===== config.mk =====
export PLATFORM = sky130hd
export DESIGN_NAME = swf_header_parser
export DESIGN_NICKNAME = d
export VERILOG_FILES = /design/src/swfhp_pkg.sv /design/src/swf_header_parser.sv
export VERILOG_INCLUDE_DIRS = /design/src /design/src/src
export SDC_FILE = /design/constraint.sdc
export NUM_CORES = 2
export LEC_CHECK = 0
export ABC_AREA = 1
export BUFFER_PORTS_ARGS = -buffer_cell sky130_fd_sc_hd__buf_4
export CORE_ASPECT_RATIO = 1.1
export CORE_UTILIZATION = 40
export DETAILED_ROUTE_END_ITERATION = 6
export PLACE_DENSITY = 0.6
export SLEW_MARGIN = 20
export SYNTH_ARGS = -nofsm -noshare
export SYNTH_HDL_FRONTEND = slang
export SYNTH_SLANG_ARGS = --single-unit

===== constraint.sdc =====
create_clock -name clk -period 13.8 [get_ports clk]
set_input_delay 0.69 -clock clk [delete_from_list [all_inputs] [get_ports clk]]
set_output_delay 0.69 -clock clk [all_outputs]
set_load 0.03 [all_outputs]

===== src/swf_header_parser_defines.svh =====
// assertion macros for the swf header parser
// expects clk and rst in the scope where a macro is used
`ifndef SWF_HEADER_PARSER_DEFINES_SVH
`define SWF_HEADER_PARSER_DEFINES_SVH

// consequent must hold in the same cycle as the antecedent
`define SWFHP_ASSERT_SAME(label, ante, cons) \
  label: assert property (@(posedge clk) disable iff (rst) (ante) |-> (cons)) \
    else $error("swf header parser: same-cycle check failed");

// consequent must hold in the cycle after the antecedent
`define SWFHP_ASSERT_NEXT(label, ante, cons) \
  label: assert property (@(posedge clk) disable iff (rst) (ante) |=> (cons)) \
    else $error("swf header parser: next-cycle check failed");

`endif


===== src/swfhp_pkg.sv =====
// types, character codes and the rectangle bit reader for the swf header parser
// no dependencies
package swfhp_pkg;

  typedef enum logic [1:0] {
    ST_OK      = 2'd0,
    ST_BAD_SIG = 2'd1,
    ST_SHORT   = 2'd2
  } status_t;

  localparam logic [7:0] CH_F = 8'h46;
  localparam logic [7:0] CH_C = 8'h43;
  localparam logic [7:0] CH_W = 8'h57;
  localparam logic [7:0] CH_S = 8'h53;

  localparam int COORD_W = 31;
  localparam int NBITS_W = 5;
  localparam logic [2:0] HDR_LAST = 3'd7;
  localparam logic [2:0] NUM_FIELDS_END = 3'd5;

  typedef struct packed {
    logic [NBITS_W-1:0]           coord_width;
    logic [2:0]                   field_index;
    logic [NBITS_W-1:0]           bits_left;
    logic [COORD_W-1:0]           acc;
    logic [3:0][COORD_W-1:0]      vals;
    logic                         done;
  } rect_t;

  // consume one byte MSB first: 5-bit width, then four signed coordinates
  function automatic rect_t rect_byte(rect_t s, logic [7:0] b);
    rect_t r;
    logic bit_v;
    logic [COORD_W-1:0] v;
    logic [COORD_W-1:0] ext;
    r = s;
    r.done = 1'b0;
    v = '0;
    ext = '0;
    for (int i = 7; i >= 0; i--) begin
      bit_v = b[i];
      if (!r.done) begin
        if (r.field_index == 3'd0) begin
          r.coord_width = {r.coord_width[NBITS_W-2:0], bit_v};
          r.bits_left = r.bits_left - 5'd1;
          if (r.bits_left == '0) begin
            r.acc = '0;
            if (r.coord_width == '0) begin
              r.done = 1'b1;
            end else begin
              r.field_index = 3'd1;
              r.bits_left = r.coord_width;
            end
          end
        end else begin
          r.acc = {r.acc[COORD_W-2:0], bit_v};
          r.bits_left = r.bits_left - 5'd1;
          if (r.bits_left == '0) begin
            v = r.acc;
            ext = {COORD_W{1'b1}} << r.coord_width;
            if (v[r.coord_width - 5'd1]) begin
              v = v | ext;
            end
            r.vals[r.field_index[1:0] - 2'd1] = v;
            r.field_index = r.field_index + 3'd1;
            r.acc = '0;
            if (r.field_index >= NUM_FIELDS_END) begin
              r.done = 1'b1;
            end else begin
              r.bits_left = r.coord_width;
            end
          end
        end
      end
    end
    return r;
  endfunction

endpackage


===== src/swf_header_parser.sv =====
// swf header parser: takes one file byte per transaction and gives one header result.
// A new byte is taken every cycle; the result is registered and appears the cycle after
// the byte that completes, fails or truncates the header. The input stalls only while a
// finished result waits to be taken. Throughput is one byte per cycle while not stalled;
// the rectangle reader walks all eight bits of a byte in one pass of logic.
// depends on swfhp_pkg and swf_header_parser_defines.svh
`include "swf_header_parser_defines.svh"

module swf_header_parser (
  input  logic                      clk,
  input  logic                      rst,
  input  logic                      byte_valid,
  output logic                      byte_stall,
  input  logic [7:0]                data_byte,
  input  logic                      first,
  input  logic                      last,
  output logic                      result_valid,
  input  logic                      result_stall,
  output swfhp_pkg::status_t        status,
  output logic [7:0]                version,
  output logic                      compressed,
  output logic [31:0]               file_size,
  output logic signed [30:0]        x_min,
  output logic signed [30:0]        x_max,
  output logic signed [30:0]        y_min,
  output logic signed [30:0]        y_max,
  output logic [15:0]               frame_rate,
  output logic [15:0]               frame_count
);
  import swfhp_pkg::*;

  typedef enum logic [1:0] {
    PH_HEAD,
    PH_RECT,
    PH_TAIL
  } phase_t;

  phase_t      phase, phase_next;
  logic [2:0]  byte_count, byte_count_next;
  logic        finished, finished_next;
  logic        sig_ok, sig_ok_next;
  logic        compressed_reg, compressed_next;
  logic [7:0]  version_reg, version_next;
  logic [31:0] size_reg, size_next;
  logic [15:0] rate_reg, rate_next;
  logic [15:0] count_reg, count_next;
  rect_t       rect, rect_next;

  logic        accept;
  logic        emit;
  status_t     emit_status;

  assign byte_stall = result_valid && result_stall;
  assign accept     = byte_valid && !byte_stall;

  always_comb begin
    phase_next      = phase;
    byte_count_next = byte_count;
    finished_next   = finished;
    sig_ok_next     = sig_ok;
    compressed_next = compressed_reg;
    version_next    = version_reg;
    size_next       = size_reg;
    rate_next       = rate_reg;
    count_next      = count_reg;
    rect_next       = rect;
    emit            = 1'b0;
    emit_status     = ST_OK;

    if (accept) begin
      if (first) begin
        phase_next      = PH_HEAD;
        byte_count_next = '0;
        finished_next   = 1'b0;
        sig_ok_next     = 1'b0;
        compressed_next = 1'b0;
        version_next    = '0;
        size_next       = '0;
        rate_next       = '0;
        count_next      = '0;
        rect_next       = '0;
      end
      if (!finished_next) begin
        case (phase_next)
          PH_HEAD: begin
            case (byte_count_next)
              3'd0: begin
                sig_ok_next     = (data_byte == CH_F) || (data_byte == CH_C);
                compressed_next = (data_byte == CH_C);
              end
              3'd1: begin
                if (data_byte != CH_W) sig_ok_next = 1'b0;
              end
              3'd2: begin
                if (data_byte != CH_S) sig_ok_next = 1'b0;
              end
              3'd3: version_next = data_byte;
              default: begin
                // size bytes 4..7, little-endian
                case (byte_count_next[1:0])
                  2'd0:    size_next[7:0]   = data_byte;
                  2'd1:    size_next[15:8]  = data_byte;
                  2'd2:    size_next[23:16] = data_byte;
                  default: size_next[31:24] = data_byte;
                endcase
              end
            endcase
            if (byte_count_next == HDR_LAST) begin
              if (!sig_ok_next) begin
                emit        = 1'b1;
                emit_status = ST_BAD_SIG;
              end else begin
                phase_next          = PH_RECT;
                rect_next           = '0;
                rect_next.bits_left = NBITS_W'(NBITS_W);
              end
            end else begin
              byte_count_next = byte_count_next + 3'd1;
            end
            if (!emit && last) begin
              emit        = 1'b1;
              emit_status = ST_SHORT;
            end
          end
          PH_RECT: begin
            rect_next = rect_byte(rect_next, data_byte);
            if (rect_next.done) begin
              phase_next      = PH_TAIL;
              byte_count_next = '0;
            end
            if (last) begin
              emit        = 1'b1;
              emit_status = ST_SHORT;
            end
          end
          PH_TAIL: begin
            case (byte_count_next[1:0])
              2'd0:    rate_next[7:0]   = data_byte;
              2'd1:    rate_next[15:8]  = data_byte;
              2'd2:    count_next[7:0]  = data_byte;
              default: count_next[15:8] = data_byte;
            endcase
            if (byte_count_next[1:0] == 2'd3) begin
              emit        = 1'b1;
              emit_status = ST_OK;
            end else begin
              byte_count_next = byte_count_next + 3'd1;
              if (last) begin
                emit        = 1'b1;
                emit_status = ST_SHORT;
              end
            end
          end
          default: ;
        endcase
      end
      if (emit) finished_next = 1'b1;
    end
  end

  always_ff @(posedge clk) begin
    if (rst) begin
      phase        <= PH_HEAD;
      byte_count   <= '0;
      finished     <= 1'b1;
      result_valid <= 1'b0;
    end else begin
      phase      <= phase_next;
      byte_count <= byte_count_next;
      finished   <= finished_next;
      if (!result_valid || !result_stall) begin
        result_valid <= emit;
      end
    end
    sig_ok         <= sig_ok_next;
    compressed_reg <= compressed_next;
    version_reg    <= version_next;
    size_reg       <= size_next;
    rate_reg       <= rate_next;
    count_reg      <= count_next;
    rect           <= rect_next;
    // result payload; error results carry zeros
    if (emit && (!result_valid || !result_stall)) begin
      status <= emit_status;
      if (emit_status == ST_OK) begin
        version     <= version_next;
        compressed  <= compressed_next;
        file_size   <= size_next;
        x_min       <= rect_next.vals[0];
        x_max       <= rect_next.vals[1];
        y_min       <= rect_next.vals[2];
        y_max       <= rect_next.vals[3];
        frame_rate  <= rate_next;
        frame_count <= count_next;
      end else begin
        version     <= '0;
        compressed  <= 1'b0;
        file_size   <= '0;
        x_min       <= '0;
        x_max       <= '0;
        y_min       <= '0;
        y_max       <= '0;
        frame_rate  <= '0;
        frame_count <= '0;
      end
    end
  end

  `SWFHP_ASSERT_SAME(a_err_zero, result_valid && (status != ST_OK), (file_size == '0) && (version == '0) && !compressed)
  `SWFHP_ASSERT_NEXT(a_idle_silent, accept && finished && !first, !result_valid)
  `SWFHP_ASSERT_SAME(a_rect_width, (phase == PH_RECT) && (rect.field_index != 3'd0), rect.coord_width != '0)
  `SWFHP_ASSERT_NEXT(a_one_byte_short, accept && first && last, result_valid && (status == ST_SHORT))

endmodule

==> load_flow_metrics.sql <==
INSERT INTO impl_metrics (metric_group, metric, value, unit) VALUES
('timing', 'worst_slack', '0.863', 'ns'),
('floorplanning', 'num_rows', '129', ''),
('synth', 'ys_seq_area_frac', '0.251', ''),
('outcome', 'violations', 'design-rule violations', ''),
('clock_network', 'cts_num_sinks', '447', ''),
('setup_path', 'cpMaxStageDelayCell', 'o21ai_2', ''),
('drt', 'drt_first_iter_violations', '9379', ''),
('floorplanning', 'starting_density_of_the_core', '0.403', ''),
('timing', 'fmax', '0.0773', 'GHz'),
('cells_and_area', 'final-seq-area', '0.0114', 'sq mm'),
('synth', 'yosysUniqueCellTypes', '63', ''),
('placed_design', 'gp_routability_congestion', '1.14', ''),
('cells_and_area', 'finalNonFillerCells', '9448', ''),
('outcome', 'status', 'finished, violations left', ''),
('synth', 'ys_seq_elements', '447', ''),
('cells_and_area', 'multi_input_gate_area_in_the_final_layout', '0.0278', 'sq mm'),
('cells_and_area', 'drive_above_1_share', '0.0989', ''),
('cells_and_area', 'layout.core_utilization', '0.453', ''),
('synth', 'syn_inst', '7821', ''),
('timing', 'slew_violations', '0', ''),
('synth', 'synth_area', '0.0453', 'sq mm'),
('synth', 'warnings_synthesis', '0', ''),
('setup_path', 'critical_setup_path_class', 'primary input to register', ''),
('clock_network', 'cts_tree', 'built', ''),
('timing', 'report.final.setup_viol', '0', ''),
('drt', 'route.detailed.drc', '8', ''),
('clock_network', 'clockBufferDepth', '3', ''),
('clock_network', 'worst_skew_pair.late_latency', '0.68', 'ns'),
('grt', 'grt_max_degree', '187', ''),
('placed_design', 'placement.setup.worst_slack', '-0.132', 'ns'),
('setup_path', 'worst_r2r_startpoint', 'rect[161]', ''),
('setup_path', 'critical_path.max_stage_delay', '0.47', 'ns'),
('grt', 'grt_pass1_wl', '411000', 'um'),
('setup_path', 'critPathMostFrequentCell', 'nand2_1', ''),
('floorplanning', 'core-area', '0.112', 'sq mm'),
('timing', 'finalWorstPathRequiredPeriod', '12.94', 'ns'),
('drt', 'viasPerCell', '6.18', ''),
('clock_network', 'cts.clk_slew.worst_paths', '0.07', 'ns'),
('floorplanning', 'die_h', '355', 'um'),
('timing', 'final_min_period_over_clock_period', '0.937', ''),
('clock_network', 'postCtsHoldBufs', '0', ''),
('floorplanning', 'number_of_placed_i_o_pins', '215', ''),
('placed_design', 'io_buffer_count', '214', ''),
('setup_path', 'crit_path_arrival_time', '13.30', 'ns'),
('hold_path', 'worstHoldPathType', 'primary input to register', ''),
('synth', 'synth_area_per_cell', '5.79', 'sq um'),
('placed_design', 'dp_hpwl', '238000', 'um'),
('placed_design', 'placed_cells', '9333', ''),
('setup_path', 'crit_required', '14.16', 'ns'),
('clock_network', 'cts_root_buffer', 'clkbuf_16', ''),
('setup_path', 'endpoint', 'x_min[14]', ''),
('clock_network', 'cts_buffers', '47', ''),
('timing', 'fin_worst_skew', '0.0729', 'ns'),
('setup_path', 'cp_max_fo', '52', ''),
('setup_path', 'reg2reg_to', 'x_min[14]', ''),
('drt', 'dr.pass1.iters', '7', ''),
('hold_path', 'min_delay_path_depth', '2', ''),
('grt', 'globalRouteOverflowTotal', '0', ''),
('cells_and_area', 'filler_cells', '12125', ''),
('drt', 'vias', '58343', ''),
('clock_network', 'htree_num_levels', '2', ''),
('drt', 'avgRoutedWirePerCell', '32.0', 'um'),
('synth', 'synth.net_count', '7919', ''),
('floorplanning', 'die_x_extent', '323', 'um'),
('setup_path', 'r2r_slack', '0.87', 'ns'),
('cells_and_area', 'fin_nets', '7989', ''),
('cells_and_area', 'largest_reg_flops', '167', ''),
('timing', 'worst-slew-pin-transition', '1.44', 'ns'),
('drt', 'route.antenna.remaining_nets', '0', ''),
('grt', 'antenna_found_initial', '21', ''),
('synth', 'post_synth_edffs', '243', ''),
('timing', 'slew_headroom', '0.0267', ''),
('grt', 'via_count_of_the_first_global_routing_pass', '52656', ''),
('grt', 'grt_use_total', '0.511', ''),
('job', 'drv_cap', '0', ''),
('setup_path', 'cp-start-kind', 'primary input', ''),
('setup_path', 'end_kind', 'register', ''),
('synth', 'synth_flop_cell', 'edfxtp_1', ''),
('drt', 'drt_wl_total', '302000', 'um'),
('synth', 'synth-async-reset-ratio', '0', ''),
('floorplanning', 'die_area', '0.115', 'sq mm'),
('timing', 'finalHoldViolations', '0', ''),
('cells_and_area', 'area_growth_from_synthesis_to_final_layout', '12.4', '%'),
('setup_path', 'critical_path.startpoint', 'first', ''),
('setup_path', 'worst-r2r-cell-count', '81', '');
layer usage:
layer,vias to the layer above,part of all wire,global-route usage
met1,27218,0.36,0.606
li1,25575,-,-
met4,10,0.10,0.431
met2,4409,0.41,0.736
met5,-,0.00041,0.00419
met3,1131,0.13,0.178
through the flow:
| step | TNS, ns | hold slack, ns | cell area (sq um) |
|---|---|---|---|
| global placement | 0 | 0.441 | 48800 |
| floorplan | 0 | 0.429 | 45300 |
| finish | 0 | 0.299 | 50900 |
| detailed placement | -0.650 | 0.447 | 48900 |
| CTS | 0 | 0.291 | 50500 |
| global route | -0.0213 | 0.308 | 50900 |
layout make-up:
cell class | count | share of cell area
diodes | 13 | 0.000639
clock buffers | 70 | 0.0266
clock inverters | 17 | 0.00499
inverters | 1197 | 0.0888
multi-input cells | 5725 | 0.547
flip-flops and latches | 447 | 0.224
well taps | 1506 | 0.0370
repair buffers | 473 | 0.0718
how the worst min path moves through the flow:
stage | start | endpoint | slack, ns
after global placement | count_reg[5] | count_reg[5] | 0.44
after detailed placement | count_reg[5] | count_reg[5] | 0.45
after floorplan | count_reg[0] | count_reg[0] | 0.43
after CTS | rst | byte_count[2] | 0.29
after global routing | rst | phase[1] | 0.31
final | rst | byte_count[2] | 0.30
worst max-delay path: cells and delay by family:
kind,cells,cell delay (ns)
buffers and inverters,23,3.70
AND/OR/NAND/NOR,46,5.62
AO/OA/AOI/OAI,7,1.66
adder cells (fa/ha/maj),7,1.56
cell usage in the layout, fill, tap and decap left out, types with 12 or more instances in the layout:
| cell | count |
|---|---|
| o311ai_0 | 13 |
| o21ai_1 | 42 |
| clkinv_1 | 18 |
| a21oi_2 | 15 |
| o22ai_1 | 66 |
| o21ai_0 | 812 |
| o21a_1 | 12 |
| o211ai_1 | 363 |
| clkbuf_1 | 15 |
| nor2_4 | 21 |
| a22oi_1 | 23 |
| nand2_4 | 12 |
| dfxtp_1 | 204 |
| edfxtp_1 | 243 |
| nand2_1 | 2377 |
| nor3_1 | 55 |
| nand2_2 | 46 |
| a31oi_1 | 46 |
| nor2_2 | 24 |
| inv_1 | 1130 |
| nor2_1 | 730 |
| ha_1 | 82 |
| nand3_1 | 359 |
| diode_2 | 13 |
| o32ai_1 | 25 |
| clkbuf_16 | 48 |
| inv_2 | 41 |
| nand4_1 | 32 |
| nand3_2 | 27 |
| a21oi_1 | 387 |
| a211oi_1 | 30 |
| buf_4 | 460 |
logic make-up (layout without fill, tap and decap cells):
kind of cell | Yosys count | count (layout) | share of synthesized area
AOI/OAI and AO/OA | 1907 | 1907 | 0.247
xor gates and xnor gates | 12 | 12 | 0.00232
adders and majority gates | 84 | 84 | 0.0232
buffers and inverters | 1649 | 1757 | 0.142
DFF | 447 | 447 | 0.251
muxes | 3 | 3 | 0.000663
other | 0 | 13 | 0
and+or+nand+nor | 3719 | 3719 | 0.334
timing repair:
action / CTS / global route
gates resized for setup: 0 / 71
setup endpoints to repair: 0 / 295
buffers inserted: 0 / 12
synthesized netlist by cell type, types with 18 or more instances:
| library cell | instances | area share |
|---|---|---|
| buf_1 | 28 | 0.0023 |
| nand2_1 | 2396 | 0.20 |
| nand4_1 | 32 | 0.0044 |
| nor2_1 | 744 | 0.062 |
| o22ai_1 | 66 | 0.0091 |
| nor3_1 | 56 | 0.0062 |
| inv_2 | 41 | 0.0034 |
| clkinv_1 | 19 | 0.0016 |
| o21ai_0 | 825 | 0.091 |
| nand2_2 | 32 | 0.0044 |
| ha_1 | 84 | 0.023 |
| o32ai_1 | 25 | 0.0048 |
| edfxtp_1 | 243 | 0.16 |
| a211oi_1 | 36 | 0.0060 |
| o211ai_1 | 363 | 0.060 |
| a22oi_1 | 23 | 0.0038 |
| a21oi_1 | 394 | 0.044 |
| nor2_2 | 18 | 0.0025 |
| clkbuf_1 | 353 | 0.029 |
| buf_2 | 42 | 0.0046 |
| dfxtp_1 | 204 | 0.090 |
| a31oi_1 | 46 | 0.0064 |
| nand3_2 | 18 | 0.0040 |
| o21ai_1 | 32 | 0.0035 |
| nand3_1 | 368 | 0.041 |
| inv_1 | 1135 | 0.094 |
Power is left out: the tool's default activity adds up to more than one toggle a clock period on the data nets, which glitch-free logic cannot reach.
